### src/rtl/rrtu_pkg.sv
`timescale 1ns / 1ps
`default_nettype none
package rrtu_pkg;

   localparam int FIELD_MAX_DEFAULT = 100;
   localparam int WORD_QUEUE_DEPTH  = 2;
   localparam int RESULT_FIFO_DEPTH = 4;

   localparam logic [5:0] END_DIGIT  = 6'd39;
   localparam logic [9:0] OFFSET_MAX = 10'd1023;

   localparam logic [1:0] FIELD_BOARD = 2'd0;
   localparam logic [1:0] FIELD_SYSOP = 2'd1;
   localparam logic [1:0] FIELD_MISC  = 2'd2;
   localparam logic [1:0] FIELD_NONE  = 2'd3;

   // reciprocal of 5 for values below 2^15
   localparam logic [15:0] RECIP_FIVE = 16'd52429;
   localparam int          RECIP_SHIFT = 18;

   typedef struct packed {
      logic [5:0] digit0;
      logic [5:0] digit1;
      logic [5:0] digit2;
      logic       first_word;
      logic       last_word;
      logic [7:0] board_length;
      logic [7:0] sysop_length;
      logic [7:0] misc_length;
   } word_item_type;

   typedef struct packed {
      logic [7:0] character;
      logic [1:0] field_id;
      logic [6:0] position;
      logic       last;
   } result_type;

   function automatic logic [7:0] alpha_lookup(input logic [5:0] digit);
      logic [7:0] c;
      unique case (digit)
         6'd0:  c = " ";
         6'd1:  c = "E";
         6'd2:  c = "A";
         6'd3:  c = "N";
         6'd4:  c = "R";
         6'd5:  c = "O";
         6'd6:  c = "S";
         6'd7:  c = "T";
         6'd8:  c = "I";
         6'd9:  c = "L";
         6'd10: c = "C";
         6'd11: c = "H";
         6'd12: c = "B";
         6'd13: c = "D";
         6'd14: c = "M";
         6'd15: c = "U";
         6'd16: c = "G";
         6'd17: c = "P";
         6'd18: c = "K";
         6'd19: c = "Y";
         6'd20: c = "W";
         6'd21: c = "F";
         6'd22: c = "V";
         6'd23: c = "J";
         6'd24: c = "X";
         6'd25: c = "Z";
         6'd26: c = "Q";
         6'd27: c = "-";
         6'd28: c = "'";
         6'd29: c = "0";
         6'd30: c = "1";
         6'd31: c = "2";
         6'd32: c = "3";
         6'd33: c = "4";
         6'd34: c = "5";
         6'd35: c = "6";
         6'd36: c = "7";
         6'd37: c = "8";
         6'd38: c = "9";
         default: c = 8'h00;
      endcase
      return c;
   endfunction

   function automatic logic is_upper(input logic [7:0] c);
      return (c >= "A") && (c <= "Z");
   endfunction

   function automatic logic is_lower(input logic [7:0] c);
      return (c >= "a") && (c <= "z");
   endfunction

endpackage
`default_nettype wire

### src/rtl/radix40_record_text_unpacker.sv
// channel   | handshake              | payload
// ----------+------------------------+--------------------------------------------------
// request   | req_push / req_full    | packed_word, first_word, last_word, three lengths
// result    | rsp_pop / rsp_empty    | character, field_id, position, last
//
// each request gives up to three results, one digit handled per cycle in the back end
// while the result fifo has room; a result is held back until it is known whether it
// closes its word, and so whether its last flag is set
// reset is synchronous; lengths, offset and case state clear, no clearing pass
// the back end stalls only when the four-entry result fifo is full
`timescale 1ns / 1ps
`default_nettype none
module radix40_record_text_unpacker #(
   parameter int FIELD_MAX = rrtu_pkg::FIELD_MAX_DEFAULT
) (
   input  wire logic        clock,
   input  wire logic        reset,
   input  wire logic        req_push,
   output logic             req_full,
   input  wire logic [15:0] req_packed_word,
   input  wire logic        req_first_word,
   input  wire logic        req_last_word,
   input  wire logic [7:0]  req_board_length,
   input  wire logic [7:0]  req_sysop_length,
   input  wire logic [7:0]  req_misc_length,
   output logic             rsp_empty,
   input  wire logic        rsp_pop,
   output logic [7:0]       rsp_character,
   output logic [1:0]       rsp_field_id,
   output logic [6:0]       rsp_position,
   output logic             rsp_last
);
   import rrtu_pkg::*;

   localparam int WORD_W = $bits(word_item_type);
   localparam int RES_W  = $bits(result_type);

   word_item_type   front_data, queue_data;
   logic [WORD_W-1:0] queue_vec;
   logic            front_push, queue_full, queue_empty, queue_pop;
   result_type      back_data, rsp_data;
   logic [RES_W-1:0] rsp_vec;
   logic            back_push, res_full;

   rrtu_front u_front (
      .clock            (clock),
      .reset            (reset),
      .req_push         (req_push),
      .req_full         (req_full),
      .req_packed_word  (req_packed_word),
      .req_first_word   (req_first_word),
      .req_last_word    (req_last_word),
      .req_board_length (req_board_length),
      .req_sysop_length (req_sysop_length),
      .req_misc_length  (req_misc_length),
      .q_push           (front_push),
      .q_data           (front_data),
      .q_full           (queue_full)
   );

   rrtu_fifo #(
      .WIDTH (WORD_W),
      .DEPTH (WORD_QUEUE_DEPTH)
   ) u_word_queue (
      .clock     (clock),
      .reset     (reset),
      .push      (front_push),
      .push_data (front_data),
      .full      (queue_full),
      .pop       (queue_pop),
      .pop_data  (queue_vec),
      .empty     (queue_empty)
   );

   assign queue_data = queue_vec;

   rrtu_back #(
      .FIELD_MAX (FIELD_MAX)
   ) u_back (
      .clock    (clock),
      .reset    (reset),
      .q_empty  (queue_empty),
      .q_data   (queue_data),
      .q_pop    (queue_pop),
      .out_push (back_push),
      .out_data (back_data),
      .out_full (res_full)
   );

   rrtu_fifo #(
      .WIDTH (RES_W),
      .DEPTH (RESULT_FIFO_DEPTH)
   ) u_result_fifo (
      .clock     (clock),
      .reset     (reset),
      .push      (back_push),
      .push_data (back_data),
      .full      (res_full),
      .pop       (rsp_pop),
      .pop_data  (rsp_vec),
      .empty     (rsp_empty)
   );

   assign rsp_data      = rsp_vec;
   assign rsp_character = rsp_data.character;
   assign rsp_field_id  = rsp_data.field_id;
   assign rsp_position  = rsp_data.position;
   assign rsp_last      = rsp_data.last;

endmodule
`default_nettype wire

### src/rtl/rrtu_fifo.sv
`timescale 1ns / 1ps
`default_nettype none
module rrtu_fifo #(
   parameter int WIDTH = 8,
   parameter int DEPTH = 2
) (
   input  wire logic             clock,
   input  wire logic             reset,
   input  wire logic             push,
   input  wire logic [WIDTH-1:0] push_data,
   output logic                  full,
   input  wire logic             pop,
   output logic [WIDTH-1:0]      pop_data,
   output logic                  empty
);
   localparam int IW = (DEPTH > 1) ? $clog2(DEPTH) : 1;
   localparam int CW = $clog2(DEPTH + 1);

   logic [WIDTH-1:0] store_ff [DEPTH];
   logic [IW-1:0]    wr_ptr_ff, wr_ptr_in;
   logic [IW-1:0]    rd_ptr_ff, rd_ptr_in;
   logic [CW-1:0]    count_ff, count_in;
   logic             do_push, do_pop;

   assign full     = (count_ff == CW'(DEPTH));
   assign empty    = (count_ff == '0);
   assign do_push  = push && !full;
   assign do_pop   = pop && !empty;
   assign pop_data = store_ff[rd_ptr_ff];

   always_comb begin
      wr_ptr_in = wr_ptr_ff;
      rd_ptr_in = rd_ptr_ff;
      count_in  = count_ff;
      if (do_push) begin
         wr_ptr_in = (wr_ptr_ff == IW'(DEPTH - 1)) ? '0 : wr_ptr_ff + 1'b1;
      end
      if (do_pop) begin
         rd_ptr_in = (rd_ptr_ff == IW'(DEPTH - 1)) ? '0 : rd_ptr_ff + 1'b1;
      end
      if (do_push && !do_pop) begin
         count_in = count_ff + 1'b1;
      end else if (do_pop && !do_push) begin
         count_in = count_ff - 1'b1;
      end
   end

   always_ff @(posedge clock) begin
      if (reset) begin
         wr_ptr_ff <= '0;
         rd_ptr_ff <= '0;
         count_ff  <= '0;
      end else begin
         wr_ptr_ff <= wr_ptr_in;
         rd_ptr_ff <= rd_ptr_in;
         count_ff  <= count_in;
      end
   end

   always_ff @(posedge clock) begin
      if (do_push) begin
         store_ff[wr_ptr_ff] <= push_data;
      end
   end

endmodule
`default_nettype wire

### src/rtl/rrtu_front.sv
`timescale 1ns / 1ps
`default_nettype none
module rrtu_front (
   input  wire logic                   clock,
   input  wire logic                   reset,
   input  wire logic                   req_push,
   output logic                        req_full,
   input  wire logic [15:0]            req_packed_word,
   input  wire logic                   req_first_word,
   input  wire logic                   req_last_word,
   input  wire logic [7:0]             req_board_length,
   input  wire logic [7:0]             req_sysop_length,
   input  wire logic [7:0]             req_misc_length,
   output logic                        q_push,
   output rrtu_pkg::word_item_type     q_data,
   input  wire logic                   q_full
);
   import rrtu_pkg::*;

   logic        a_valid_ff, a_valid_in;
   logic        b_valid_ff, b_valid_in;
   logic [15:0] a_word_ff;
   logic        a_first_ff, a_last_ff;
   logic [7:0]  a_blen_ff, a_slen_ff, a_mlen_ff;
   logic [10:0] b_quot_ff;
   logic [5:0]  b_digit2_ff;
   logic        b_first_ff, b_last_ff;
   logic [7:0]  b_blen_ff, b_slen_ff, b_mlen_ff;

   logic        accept, a_move, b_move, b_free;
   logic [28:0] prod_a;
   logic [10:0] quot_a;
   logic [15:0] quot_a_x40;
   logic [23:0] prod_b;
   logic [5:0]  quot_b;
   logic [10:0] quot_b_x40;
   logic [10:0] rem_b;
   logic [5:0]  top_digit;

   assign b_move   = b_valid_ff && !q_full;
   assign b_free   = !b_valid_ff || !q_full;
   assign a_move   = a_valid_ff && b_free;
   assign req_full = a_valid_ff && !b_free;
   assign accept   = req_push && !req_full;
   assign q_push   = b_move;

   // word / 40 as (word / 8) / 5
   always_comb begin
      prod_a     = 29'(a_word_ff[15:3]) * 29'(RECIP_FIVE);
      quot_a     = 11'(prod_a >> RECIP_SHIFT);
      quot_a_x40 = (16'(quot_a) << 5) + (16'(quot_a) << 3);
   end

   always_comb begin
      prod_b     = 24'(b_quot_ff[10:3]) * 24'(RECIP_FIVE);
      quot_b     = 6'(prod_b >> RECIP_SHIFT);
      quot_b_x40 = (11'(quot_b) << 5) + (11'(quot_b) << 3);
      rem_b      = b_quot_ff - quot_b_x40;
      top_digit  = (quot_b >= 6'd40) ? quot_b - 6'd40 : quot_b;
   end

   always_comb begin
      q_data.digit0       = top_digit;
      q_data.digit1       = rem_b[5:0];
      q_data.digit2       = b_digit2_ff;
      q_data.first_word   = b_first_ff;
      q_data.last_word    = b_last_ff;
      q_data.board_length = b_blen_ff;
      q_data.sysop_length = b_slen_ff;
      q_data.misc_length  = b_mlen_ff;
   end

   assign a_valid_in = accept || (a_valid_ff && !a_move);
   assign b_valid_in = a_move || (b_valid_ff && !b_move);

   always_ff @(posedge clock) begin
      if (reset) begin
         a_valid_ff <= 1'b0;
         b_valid_ff <= 1'b0;
      end else begin
         a_valid_ff <= a_valid_in;
         b_valid_ff <= b_valid_in;
      end
   end

   always_ff @(posedge clock) begin
      if (accept) begin
         a_word_ff  <= req_packed_word;
         a_first_ff <= req_first_word;
         a_last_ff  <= req_last_word;
         a_blen_ff  <= req_board_length;
         a_slen_ff  <= req_sysop_length;
         a_mlen_ff  <= req_misc_length;
      end
      if (a_move) begin
         b_quot_ff   <= quot_a;
         b_digit2_ff <= 6'(a_word_ff - quot_a_x40);
         b_first_ff  <= a_first_ff;
         b_last_ff   <= a_last_ff;
         b_blen_ff   <= a_blen_ff;
         b_slen_ff   <= a_slen_ff;
         b_mlen_ff   <= a_mlen_ff;
      end
   end

endmodule
`default_nettype wire

### src/rtl/rrtu_back.sv
`timescale 1ns / 1ps
`default_nettype none
module rrtu_back #(
   parameter int FIELD_MAX = rrtu_pkg::FIELD_MAX_DEFAULT
) (
   input  wire logic                   clock,
   input  wire logic                   reset,
   input  wire logic                   q_empty,
   input  wire rrtu_pkg::word_item_type q_data,
   output logic                        q_pop,
   output logic                        out_push,
   output rrtu_pkg::result_type        out_data,
   input  wire logic                   out_full
);
   import rrtu_pkg::*;

   logic [1:0] phase_ff, phase_in;
   logic [9:0] offset_ff, offset_in;
   logic       capital_ff, capital_in;
   logic       ended_ff, ended_in;
   logic [7:0] blen_ff, slen_ff, mlen_ff;
   result_type held_ff, held_in;
   logic       held_valid_ff, held_valid_in;
   logic       held_final_ff, held_final_in;

   logic       go, busy, start, end_word;
   logic [5:0] digit;
   logic [7:0] blen, slen, mlen;
   logic [9:0] off;
   logic [8:0] sum_bs;
   logic [9:0] sum_all;
   logic [1:0] fid;
   logic [9:0] pos;
   logic       cap, ended, emit;
   logic [7:0] raw_char, new_char;
   result_type new_res;

   assign go       = !out_full;
   assign busy     = !q_empty;
   assign start    = busy && (phase_ff == 2'd0) && q_data.first_word;
   assign end_word = busy && (phase_ff == 2'd2);
   assign q_pop    = go && end_word;

   always_comb begin
      unique case (phase_ff)
         2'd0:    digit = q_data.digit0;
         2'd1:    digit = q_data.digit1;
         2'd2:    digit = q_data.digit2;
         default: digit = q_data.digit0;
      endcase
   end

   always_comb begin
      blen  = start ? q_data.board_length : blen_ff;
      slen  = start ? q_data.sysop_length : slen_ff;
      mlen  = start ? q_data.misc_length  : mlen_ff;
      off   = start ? '0   : offset_ff;
      cap   = start ? 1'b1 : capital_ff;
      ended = start ? 1'b0 : ended_ff;

      sum_bs  = 9'(blen) + 9'(slen);
      sum_all = 10'(sum_bs) + 10'(mlen);

      if (off < 10'(blen)) begin
         fid = FIELD_BOARD;
         pos = off;
      end else if (off < 10'(sum_bs)) begin
         fid = FIELD_SYSOP;
         pos = off - 10'(blen);
      end else if (off < sum_all) begin
         fid = FIELD_MISC;
         pos = off - 10'(sum_bs);
      end else begin
         fid = FIELD_NONE;
         pos = '0;
      end

      emit     = 1'b0;
      raw_char = alpha_lookup(digit);
      new_char = raw_char;
      if (fid != FIELD_NONE) begin
         if (pos == '0) begin
            cap   = 1'b1;
            ended = 1'b0;
         end
         if ((pos < 10'(FIELD_MAX)) && !ended) begin
            if (digit >= END_DIGIT) begin
               ended = 1'b1;
            end else begin
               if (cap && is_lower(raw_char)) begin
                  new_char = raw_char - 8'd32;
               end else if (!cap && is_upper(raw_char)) begin
                  new_char = raw_char + 8'd32;
               end
               cap  = !(is_upper(new_char) || is_lower(new_char));
               emit = 1'b1;
            end
         end
      end

      new_res.character = new_char;
      new_res.field_id  = fid;
      new_res.position  = pos[6:0];
      new_res.last      = 1'b0;
   end

   // one result is held back until it is known whether it closes its word
   always_comb begin
      held_in       = held_ff;
      held_valid_in = held_valid_ff;
      held_final_in = held_final_ff;
      out_push      = 1'b0;
      out_data      = held_ff;
      out_data.last = held_final_ff;
      if (go) begin
         if (held_valid_ff && held_final_ff) begin
            out_push      = 1'b1;
            held_in       = new_res;
            held_valid_in = busy && emit;
            held_final_in = busy && emit && end_word;
         end else if (busy && emit) begin
            out_push      = held_valid_ff;
            held_in       = new_res;
            held_valid_in = 1'b1;
            held_final_in = end_word;
         end else if (end_word && held_valid_ff) begin
            held_final_in = 1'b1;
         end
      end
   end

   always_comb begin
      phase_in   = phase_ff;
      offset_in  = offset_ff;
      capital_in = capital_ff;
      ended_in   = ended_ff;
      if (go && busy) begin
         phase_in   = end_word ? 2'd0 : phase_ff + 2'd1;
         capital_in = cap;
         ended_in   = ended;
         offset_in  = (off < OFFSET_MAX) ? off + 10'd1 : off;
         if (end_word && q_data.last_word) begin
            offset_in = OFFSET_MAX;
         end
      end
   end

   always_ff @(posedge clock) begin
      if (reset) begin
         phase_ff      <= 2'd0;
         offset_ff     <= '0;
         capital_ff    <= 1'b1;
         ended_ff      <= 1'b0;
         blen_ff       <= '0;
         slen_ff       <= '0;
         mlen_ff       <= '0;
         held_valid_ff <= 1'b0;
         held_final_ff <= 1'b0;
      end else begin
         phase_ff      <= phase_in;
         offset_ff     <= offset_in;
         capital_ff    <= capital_in;
         ended_ff      <= ended_in;
         held_valid_ff <= held_valid_in;
         held_final_ff <= held_final_in;
         if (go && start) begin
            blen_ff <= q_data.board_length;
            slen_ff <= q_data.sysop_length;
            mlen_ff <= q_data.misc_length;
         end
      end
   end

   always_ff @(posedge clock) begin
      held_ff <= held_in;
   end

`ifndef ASSERT_OFF
   a_final_needs_valid: assert property (@(posedge clock) disable iff (reset)
      held_final_ff |-> held_valid_ff)
      else $error("held result marked final but not valid");

   a_phase_range: assert property (@(posedge clock) disable iff (reset)
      phase_ff != 2'd3)
      else $error("digit phase out of range");

   a_no_push_when_full: assert property (@(posedge clock) disable iff (reset)
      out_push |-> !out_full)
      else $error("result pushed into full fifo");

   a_last_word_parks_offset: assert property (@(posedge clock) disable iff (reset)
      (go && end_word && q_data.last_word) |=> (offset_ff == OFFSET_MAX))
      else $error("offset not parked after last word");
`endif

endmodule
`default_nettype wire

### config.mk
export PLATFORM = sky130hd
export DESIGN_NAME = radix40_record_text_unpacker
export DESIGN_NICKNAME = d
export VERILOG_FILES = /design/src/rtl/rrtu_pkg.sv /design/src/rtl/radix40_record_text_unpacker.sv /design/src/rtl/rrtu_fifo.sv /design/src/rtl/rrtu_front.sv /design/src/rtl/rrtu_back.sv
export SDC_FILE = /design/constraint.sdc
export NUM_CORES = 1
export LEC_CHECK = 0
export CORE_UTILIZATION = 45
export DETAILED_ROUTE_END_ITERATION = 7
export DONT_BUFFER_PORTS = 1
export PLACE_DENSITY = 0.64
export SYNTH_ARGS = -nofsm -noshare
export SYNTH_HDL_FRONTEND = slang
export SYNTH_SLANG_ARGS = --single-unit
### constraint.sdc
create_clock -name clock -period 12.5 [get_ports clock]
set_input_delay 1.25 -clock clock [delete_from_list [all_inputs] [get_ports clock]]
set_output_delay 1.25 -clock clock [all_outputs]
set_load 0.005 [all_outputs]
==> metrics.csv, run 1 <==
metric,value,unit
cp-start-kind,flip-flop,
diodes,0,
portBuffers,0,
hold_viol,0,
rsz0062_at_grt,false,
die_area,0.0430,mm²
setup.worst_path.class,reg -> reg,
final_layout_size_suffix_gt1_share,7.41,%
powerDensity,268,mW/mm²
num_rows,74,
end_kind,flip-flop,
slew_viol_final,0,
drt-wirelength-per-cell,17.2,µm
ys_seq_elements,318,
crit_fanout,71,
layout.nets,1902,
overflow,0,
arrival,8.94,ns
die_h,207,µm
synth_area,0.0190,mm²
period_share,67.7,%
vdd_drop_max,0.284,mV
cts_made_buffers,36,
yosysWarnings,0,
gp_routability_congestion,0.919,
syn_nets,1900,
clk_pin_slew_worst_paths,0.06,ns
leakage,8.28,nW
grt_max_degree,72,
tightest_slew,1.10,ns
syn2layout_area_growth,8.98,%
fp.dieW,207,µm
htreeDepth,2,
setup_tns,0,ns
core-area,0.0412,mm²
cpMostUsedCell,ha_1,
synthDistinctLibCells,89,
drcViolationCount,0,
synth_ff_type,edfxtp_1,
fin_cells,2151,
io_pins,66,
dp_cells,2085,
required,12.98,ns
antenna_found_initial,0,
clockRootBuffer,clkbuf_16,
vias,11700,
wl,37100,µm
status,completed,
clk_path_buf_depth,3,
start_util,46.1,%
first_pass_iters,5,
maxSlewHeadroom,26.8,%
synth_edf_count,262,
grt_pass1_vias,12000,
avgViaCountPerCell,5.45,
fill_cells,3555,
ctsResizeCount,0,
grt_pass1_wl,60800,µm
synth_cells,1589,
fin_skew,0.0159,ns
post_cts_buffers,0,
clkLatencyLatePin,0.55,ns
min_path_type,reg -> reg,
fmax,118,MHz
tritoncts,built,
first_iter_violations,710,
hold_buffers,0,
async_flop_share,0,%
cap_violations,0,
ys_seq_area_share,47.3,%
syn_area_per_cell,12.0,µm²
power,5.55,mW
crit_slowest_cell,or4_4,
max_stage_delay,0.57,ns
dp_hpwl,27400,µm
setup_viol,0,
ant_nets,0,
fin_crit,8.46,ns
grt.total_usage,17.5,%
cts_sinks,318,
==> cells by family (layout without fill, tap and decap cells) <==
| family | count (synthesis) | in the layout | share of synthesized area, % |
|---|---|---|---|
| flops | 318 | 318 | 47.3 |
| simple gates | 327 | 327 | 8.32 |
| buf+inv | 230 | 260 | 4.66 |
| compound gates | 313 | 313 | 11.3 |
| fa+ha+maj | 268 | 268 | 20.3 |
| xor+xnor | 68 | 68 | 3.13 |
| mux | 65 | 65 | 4.93 |
==> final timing paths <==
kind                                      startpoint                   endpoint  slack, ns  cells after the start
worst max register to register    u_back.phase_ff[0]  u_result_fifo.count_ff[2]       4.04                     34
worst min-delay path            u_front.a_slen_ff[3]       u_front.b_slen_ff[3]       0.42                      0
worst min register to register  u_front.a_slen_ff[3]       u_front.b_slen_ff[3]       0.42                      0
worst max-delay path              u_back.phase_ff[0]  u_result_fifo.count_ff[2]       4.04                     34
==> synth_stat cells (4+ instances only) <==
master	count	area, µm²
edfxtp_1	262	7870
ha_1	196	2450
inv_1	185	694
nor2_1	107	402
nand2_1	81	304
o21ai_0	72	360
fa_1	69	1380
a21oi_1	65	325
dfxtp_1	56	1120
xnor2_1	45	394
mux2i_1	38	380
a211oi_1	36	270
clkbuf_1	28	105
nor3_1	23	115
xor2_1	23	201
mux4_2	22	495
and2_1	17	106
o21a_1	16	120
nand3_1	15	75.1
nor2b_1	13	81.3
a21o_1	11	82.6
buf_1	11	41.3
or3_1	11	68.8
and3_1	10	62.6
a22o_1	9	78.8
nand2b_1	9	56.3
o31ai_1	9	67.6
or2_2	9	56.3
a31oi_1	8	50.1
o211ai_1	8	60.1
o21bai_1	7	52.6
a22oi_1	6	45.0
a31o_2	6	52.6
nand4_1	6	37.5
nor4_1	6	37.5
o21ai_1	6	30.0
nor3b_1	5	37.5
a211o_1	4	35.0
o2111ai_1	4	35.0
o31a_1	4	35.0
==> metrics by stage <==
| stage | instance area, µm² | util, % | setup WS, ns | hold WS (ns) |
|---|---|---|---|---|
| CTS | 20700 | 50.3 | 4.14 | 0.418 |
| finish | 20700 | 50.3 | 4.04 | 0.417 |
| global route | 20700 | 50.3 | 3.40 | 0.420 |
| detailed placement | 19600 | 47.5 | 4.18 | 0.405 |
| floorplan | 19000 | - | 4.39 | 0.400 |
| global placement | 19600 | 47.5 | 4.41 | 0.402 |
==> metal layers <==
layer	part of all wire, %	track usage (%)	up-vias
li1	-	-	5779
met4	2.1	5.15	0
met2	46	28.7	240
met1	48	24.0	5646
met5	0	0	-
met3	4.1	2.89	49
==> state kept, by name (all words and copies together), names as in the netlist, 3 cells and up, named ones only <==
signal / count
u_back.blen_ff: 8
u_back.mlen_ff: 8
u_back.offset_ff: 10
u_back.out_data: 17
u_back.slen_ff: 8
u_front.a_blen_ff: 8
u_front.a_mlen_ff: 8
u_front.a_slen_ff: 8
u_front.a_word_ff: 16
u_front.b_blen_ff: 8
u_front.b_digit2_ff: 6
u_front.b_mlen_ff: 8
u_front.b_quot_ff: 11
u_front.b_slen_ff: 8
u_result_fifo.count_ff: 3
u_result_fifo.store_ff: 72
u_word_queue.store_ff: 88
==> cell type report <==
type | instances | area, µm² | area share, %
flip-flops and latches | 318 | 8990 | 43.4
inverters | 185 | 694 | 3.35
clock inverters | 20 | 189 | 0.912
repair buffers | 9 | 67.6 | 0.326
multi-input cells | 1041 | 9150 | 44.2
well taps | 532 | 666 | 3.21
clock buffers | 46 | 948 | 4.58
==> where the power goes <==
part | internal (mW) | total (mW) | switching [mW] | leakage, nW
Sequential | 1.46 | 1.53 | 0.0734 | 2.87
Clock | 0.587 | 1.01 | 0.425 | 0.550
Combinational | 1.28 | 3.01 | 1.73 | 4.86
==> cell usage in the layout (no fill, tap or decap), types with 11 or more instances in the layout <==
cell type    n
a21oi_1     65
nand2_1     81
ha_1       196
nor3_1      23
inv_1      185
nor2b_1     11
nor2_1     105
o21a_1      16
xnor2_1     45
dfxtp_1     55
clkbuf_16   36
and2_1      17
o21ai_0     72
nand3_1     15
edfxtp_1   262
fa_1        69
or3_1       11
a21o_1      11
xor2_1      23
mux4_2      22
a211oi_1    36
mux2i_1     38
==> worst max-delay path, delay by kind of cell (launching register included) <==
kind / cells / cell delay, ns
buf+inv: 4 / 0.32
compound gates: 16 / 3.64
xor+xnor: 2 / 0.24
flops: 1 / 0.33
simple gates: 5 / 1.74
fa+ha+maj: 7 / 2.09
No activity file was read; power rests on OpenSTA's default activity.
==> inputs of run 2 (changes only) <==
--- a/config.mk
+++ b/config.mk
@@ -5,6 +5,7 @@
 export SDC_FILE = /design/constraint.sdc
 export NUM_CORES = 1
 export LEC_CHECK = 0
+export ABC_AREA = 1
 export CORE_UTILIZATION = 45
 export DETAILED_ROUTE_END_ITERATION = 7
 export DONT_BUFFER_PORTS = 1
==> constraint.sdc (replaced) <==
create_clock -name clock -period 8.8 [get_ports clock]
set_input_delay 0.88 -clock clock [delete_from_list [all_inputs] [get_ports clock]]
set_output_delay 0.88 -clock clock [all_outputs]
set_load 0.005 [all_outputs]
==> run 2 against run 1 <==
Sequential share of layout area shrank 0.47 points. Via count rose by 6.1%. Flip-flop and latch count is the same. Wire length shrank 0.30%. Sequential power is 49% higher. Power increased by 56%. Synthesized area increased by 0.62%. Largest power group unchanged. Clock power rose by 48%.
==> metrics.csv, run 2 <==
metric,value,unit,change
status,completed,,unchanged
use_met3,2.75,%,was 2.89%
cpMostUsedCell,inv_1,,was ha_1
ant_nets,0,,unchanged
slew_viol_final,0,,unchanged
fin_util,49.9,%,was 50.3%
first_iter_violations,704,,was 710
grtUsageMet1,24.2,%,was 24.0%
required,9.22,ns,was 12.98 ns
hold_buffers,0,,unchanged
tritoncts,built,,unchanged
rsz0062_at_grt,false,,unchanged
layout.nets,2201,,was 1902
htreeDepth,2,,unchanged
clockRootBuffer,clkbuf_16,,unchanged
dp_hpwl,27500,µm,was 27400 µm
clk_path_buf_depth,3,,unchanged
yosys-top-cells-count,"inv_1 (306), nand2_1 (276), edfxtp_1 (262), ha_1 (196), nor2_1 (142)",,"was edfxtp_1 (262), ha_1 (196), inv_1 (185), nor2_1 (107), nand2_1 (81)"
crit_slowest_cell,a211oi_1,,was or4_4
synth_area_leader_cell,edfxtp_1,,unchanged
fin_crit,7.85,ns,was 8.46 ns
portBuffers,0,,unchanged
vdd_drop_max,0.404,mV,was 0.284 mV
arrival,8.27,ns,was 8.94 ns
synth_edf_count,262,,unchanged
start_util,45.6,%,was 46.1%
timing.rr.end,u_result_fifo.count_ff[1],,was u_result_fifo.count_ff[2]
wl,37000,µm,was 37100 µm
clkLatencyLatePin,0.55,ns,about the same
stdcell_area,0.0209,mm²,was 0.0207 mm²
endpoint,u_result_fifo.count_ff[1],,was u_result_fifo.count_ff[2]
powerDensity,413,mW/mm²,was 268 mW/mm²
dp_cells,2391,,was 2085
ys_seq_elements,318,,unchanged
switching_share,43.1,%,was 40.1%
reg2reg_slack,0.95,ns,was 4.04 ns
largest_register_ffs,88,,unchanged
max_stage_delay,0.52,ns,was 0.57 ns
comb_power_share,56.4,%,was 54.2%
fin_cells,2455,,was 2151
synthDistinctLibCells,55,,was 89
antenna_found_initial,1,,was 0
fin_skew,0.0250,ns,was 0.0159 ns
final_layout_size_suffix_gt1_share,7.68,%,was 7.41%
async_flop_share,0,%,unchanged
crit_start,u_back.phase_ff[0],,unchanged
synth_ff_type,edfxtp_1,,unchanged
grt_pass1_vias,12300,,was 12000
gp_routability_congestion,0.913,,was 0.919
regToRegStartpoint,u_back.phase_ff[0],,unchanged
setup_tns,0,ns,unchanged
fp.dieW,208,µm,was 207 µm
synth_area,0.0191,mm²,was 0.0190 mm²
cts_sinks,318,,unchanged
dpl_cell_area,0.0197,mm²,was 0.0196 mm²
synth_cells,1878,,was 1589
use_met2,28.7,%,about the same
seq_power_share,26.4,%,was 27.5%
yosysTopAreaCellShare,41.2,%,was 41.4%
final_cell_mix,"inv_1 (306), nand2_1 (276), edfxtp_1 (262)",,"was edfxtp_1 (262), ha_1 (196), inv_1 (185)"
die_h,208,µm,was 207 µm
clk_pin_slew_worst_paths,0.06,ns,about the same
cts_made_buffers,36,,unchanged
setup.worst_path.class,reg -> reg,,unchanged
grt_pass1_wl,61500,µm,was 60800 µm
clockPowerShare,17.2,%,was 18.2%
hold_viol,0,,unchanged
final_common_cell,inv_1,,was edfxtp_1
first_pass_iters,5,,unchanged
vias,12400,,was 11700
post_cts_buffers,0,,unchanged
syn2layout_area_growth,9.51,%,was 8.98%
die_area,0.0433,mm²,was 0.0430 mm²
synth_most_common_cell,inv_1,,was edfxtp_1
grt.total_usage,17.6,%,was 17.5%
yosysWarnings,0,,unchanged
overflow,0,,unchanged
grt_max_degree,48,,was 72
crit_fanout,32,,was 71
io_pins,66,,unchanged
synth.area.top_cells,"edfxtp_1 (41%), ha_1 (13%), fa_1 (7.2%)",,"was edfxtp_1 (41%), ha_1 (13%), fa_1 (7.3%)"
ys_seq_area_share,47.0,%,was 47.3%
cap_violations,0,,unchanged
fill_cells,3737,,was 3555
end_kind,flip-flop,,unchanged
p_sw,3.73,mW,was 2.23 mW
avgViaCountPerCell,5.06,,was 5.45
fmax,127,MHz,was 118 MHz
syn_area_per_cell,10.2,µm²,was 12.0 µm²
leakage,9.08,nW,was 8.28 nW
tightest_slew,0.912,ns,was 1.10 ns
period_share,89.2,%,was 67.7%
p_int,4.91,mW,was 3.33 mW
drcViolationCount,0,,unchanged
drt-wirelength-per-cell,15.1,µm,was 17.2 µm
top_register,u_word_queue.store_ff,,unchanged
core-area,0.0419,mm²,was 0.0412 mm²
min_path_type,reg -> reg,,unchanged
syn_nets,2189,,was 1900
cp-start-kind,flip-flop,,unchanged
setup_viol,0,,unchanged
reg2reg_depth,46,,was 34
maxSlewHeadroom,38.8,%,was 26.8%
num_rows,75,,was 74
busiest_layer,met2,,unchanged
-- run 2: cell type report --
cell class,count,area (µm²),share of cell area (%)
sequential,318,8990,42.9
multi-input combinational,1207,8800,42.0
inverter,314,1180,5.64
clock buffer,46,998,4.77
tap,539,674,3.22
clock inverter,17,190,0.908
timing repair buffer,13,97.6,0.466
antenna,1,2.50,0.0120
-- run 2: layer usage --
metal  part of all wire, %  routed length [µm]
met1                    48               17800
met5                     0                   0
met4                   2.0                 731
met3                   4.1                1510
met2                    46               16900
-- run 2: how the worst min path moves through the flow --
stage / startpoint / to / slack [ns] / cells after the start
global route: reset / u_result_fifo.count_ff[0] / 0.39 / 1
finish: u_front.a_slen_ff[3] / u_front.b_slen_ff[3] / 0.42 / 0
floorplan: u_front.a_blen_ff[0] / u_front.b_blen_ff[0] / 0.40 / 0
CTS: reset / u_front.a_valid_ff / 0.39 / 1
global placement: u_front.a_word_ff[2] / u_front.b_digit2_ff[2] / 0.40 / 0
detailed placement: u_front.a_blen_ff[1] / u_front.b_blen_ff[1] / 0.40 / 0
-- run 2: metrics by stage --
stage	total power [mW]	setup WS [ns]	hold WS (ns)
finish	8.64	0.947	0.415
global route	9.53	0.0157	0.388
CTS	8.73	0.798	0.388
detailed placement	7.18	0.833	0.405
global placement	7.01	1.10	0.401
floorplan	6.08	1.77	0.400
-- run 2: power groups by stage --
stage	sequential (mW)	clock, mW	combinational (mW)
final	2.28	1.49	4.87
after global routing	2.30	1.59	5.64
after CTS	2.28	1.53	4.91
after detailed placement	2.31	0	4.86
after global placement	2.30	0	4.71
after floorplan	2.26	0	3.82
-- run 2: what timing repair did --
| item | CTS | global route |
|---|---|---|
| hold endpoints to repair | 0 | 0 |
| resized for setup | 0 | 2 |
| endpoints found under the setup margin | 0 | 1 |
-- run 2: cells by family (layout without fill, tap and decap cells) --
logic type / Yosys count / count (layout) / share of synthesized area, %
other: 0 / 1 / 0
multiplexers: 6 / 6 / 0.314
buffers and inverters: 353 / 390 / 7.02
XOR/XNOR: 53 / 53 / 2.43
AND/OR/NAND/NOR: 586 / 586 / 14.1
adder cells (fa/ha/maj): 265 / 265 / 20.1
AO/OA/AOI/OAI: 297 / 297 / 9.10
flip-flops: 318 / 318 / 47.0
-- run 2: critical path: cells and delay by family (launching register included) --
kind / cells / cell delay (ns)
AOI/OAI and AO/OA: 10 / 2.11
adders and majority gates: 7 / 2.06
and+or+nand+nor: 19 / 1.81
buffers and inverters: 9 / 1.22
DFF: 1 / 0.34
xor gates and xnor gates: 1 / 0.18
==> inputs of run 3 (changes only) <==
--- a/config.mk
+++ b/config.mk
@@ -5,11 +5,10 @@
 export SDC_FILE = /design/constraint.sdc
 export NUM_CORES = 1
 export LEC_CHECK = 0
-export ABC_AREA = 1
-export CORE_UTILIZATION = 45
+export CORE_UTILIZATION = 60
 export DETAILED_ROUTE_END_ITERATION = 7
 export DONT_BUFFER_PORTS = 1
-export PLACE_DENSITY = 0.64
+export PLACE_DENSITY = 0.8
 export SYNTH_ARGS = -nofsm -noshare
 export SYNTH_HDL_FRONTEND = slang
 export SYNTH_SLANG_ARGS = --single-unit
==> run 3 against run 2 <==
The run now ends with design-rule violations left. Global-route usage is 5.5 points higher. Core utilization is 17 points higher. Sequential share of layout area is 0.67 points higher. Clock power hardly changed. Hold slack better by 0.0011 ns.
==> metrics.csv, run 3 (same netlist as run 1, synthesis figures left out) <==
metric,value,unit,change
antenna_found_initial,0,,was 1
grt.total_usage,23.1,%,was 17.6%
rsz0062_at_grt,false,,unchanged
portBuffers,0,,unchanged
num_rows,64,,was 75
dp_hpwl,26700,µm,was 27500 µm
min_path_type,reg -> reg,,unchanged
htreeDepth,2,,unchanged
final_common_cell,edfxtp_1,,was inv_1
tritoncts,built,,unchanged
cts_sinks,318,,unchanged
endpoint,u_result_fifo.count_ff[2],,was u_result_fifo.count_ff[1]
crit_fanout,41,,was 32
end_kind,flip-flop,,unchanged
required,9.24,ns,was 9.22 ns
period_share,92.1,%,was 89.2%
avgViaCountPerCell,5.89,,was 5.06
fill_cells,2176,,was 3737
ant_nets,0,,unchanged
grt_pass1_vias,12100,,was 12300
leakage,8.32,nW,was 9.08 nW
grt_pass1_wl,60300,µm,was 61500 µm
fin_crit,8.11,ns,was 7.85 ns
min_from,u_front.a_blen_ff[3],,was u_front.a_slen_ff[3]
setup_tns,0,ns,unchanged
cts_made_buffers,34,,was 36
largest_register_ffs,88,,unchanged
clk_path_buf_depth,3,,unchanged
clkLatencyLatePin,0.53,ns,was 0.55 ns
cap_violations,0,,unchanged
die_h,180,µm,was 208 µm
crit_slowest_cell,or4_4,,was a211oi_1
slew_viol_final,0,,unchanged
clockRootBuffer,clkbuf_16,,unchanged
grt_max_degree,49,,was 48
fp.dieW,180,µm,was 208 µm
cpMostUsedCell,ha_1,,was inv_1
reg2reg_depth,34,,was 46
whs,0.416,ns,was 0.415 ns
setup.worst_path.class,reg -> reg,,unchanged
core-area,0.0309,mm²,was 0.0419 mm²
arrival,8.54,ns,was 8.27 ns
vias,11900,,was 12400
reg2reg_slack,0.69,ns,was 0.95 ns
final_cell_mix,"edfxtp_1 (262), ha_1 (196), inv_1 (185)",,"was inv_1 (306), nand2_1 (276), edfxtp_1 (262)"
first_pass_iters,7,,was 5
first_iter_violations,843,,was 704
start_util,61.5,%,was 45.6%
max_stage_delay,0.57,ns,was 0.52 ns
setup_viol,0,,unchanged
multi_input_area,0.00916,mm²,was 0.00880 mm²
drcViolationCount,6,,was 0
final_layout_size_suffix_gt1_share,7.97,%,was 7.68%
hold_buffers,0,,unchanged
top_register,u_word_queue.store_ff,,unchanged
powerDensity,386,mW/mm²,was 413 mW/mm²
fmax,123,MHz,was 127 MHz
overflow,0,,unchanged
timing.rr.end,u_result_fifo.count_ff[2],,was u_result_fifo.count_ff[1]
syn2layout_area_growth,8.50,%,was 9.51%
vdd_drop_max,0.305,mV,was 0.404 mV
io_pins,66,,unchanged
drt-wirelength-per-cell,18.0,µm,was 15.1 µm
diodes,0,,was 1
hold_viol,0,,unchanged
fin_skew,0.0338,ns,was 0.0250 ns
cp-start-kind,flip-flop,,unchanged
ff_latch_area,0.00899,mm²,unchanged
status,"finished, violations left",,was completed
die_area,0.0324,mm²,was 0.0433 mm²
wl,36200,µm,was 37000 µm
tightest_slew,1.24,ns,was 0.912 ns
maxSlewHeadroom,17.3,%,was 38.8%
clk_pin_slew_worst_paths,0.06,ns,about the same
layout.nets,1904,,was 2201
gp_routability_congestion,0.917,,was 0.913
violations,design-rule violations,,
## run 3: metrics by stage
stage	setup WS, ns	cell area [µm²]	utilization, %	instances	total power [mW]
after floorplan	0.693	19000	-	1589	5.49
after global placement	0.852	19400	62.9	1953	6.22
after detailed placement	0.502	19400	62.9	1953	6.47
after CTS	0.419	20600	66.6	2015	7.99
after global routing	0.113	20600	66.7	2015	8.67
final	0.695	20600	66.7	2015	7.96
## run 3: worst min-delay path by stage
stage / end / slack (ns) / cells past startpoint
final: u_front.b_blen_ff[3] / 0.42 / 0
after global routing: u_front.a_word_ff[6] / 0.43 / 0
after CTS: u_back.phase_ff[1] / 0.42 / 1
after floorplan: u_front.b_blen_ff[0] / 0.40 / 0
after detailed placement: u_front.b_blen_ff[1] / 0.40 / 0
after global placement: u_front.b_mlen_ff[6] / 0.40 / 0
## run 3: layer usage
layer  track usage (%)  share of wire [%]  vias to the layer above
met1              31.1                 45                     5729
met4              6.17                1.8                        0
met3              3.93                5.2                       61
li1                  -                  -                     5767
met2              39.0                 48                      321
met5                 0                  0                        -
## run 3: cell type report
class                   instances  area share, %
multi-input cells            1041           44.5
flip-flops and latches        318           43.6
clock buffers                  48           4.78
inverters                     185           3.37
well taps                     396           2.40
clock inverters                14          0.910
repair buffers                 13          0.473
## run 3: power breakdown
part           internal (mW)  switching [mW]
Clock                  0.880           0.581
Sequential              2.07           0.104
Combinational           1.84            2.49
Total                   4.79            3.17
## run 3: worst max-delay path, delay by kind of cell (launching register included)
family                   cells  cell delay [ns]
AO/OA/AOI/OAI               15             2.97
XOR/XNOR                     3             0.45
adder cells (fa/ha/maj)      5             1.56
buffers and inverters        4             0.81
flip-flops                   1             0.34
multiplexers                 1             0.32
AND/OR/NAND/NOR              6             1.60
## run 3: timing repair
action                                  CTS  global route
endpoints found under the setup margin    0             2
hold endpoints to repair                  0             0
buffers inserted                          0             0
gates resized for setup                   0             3
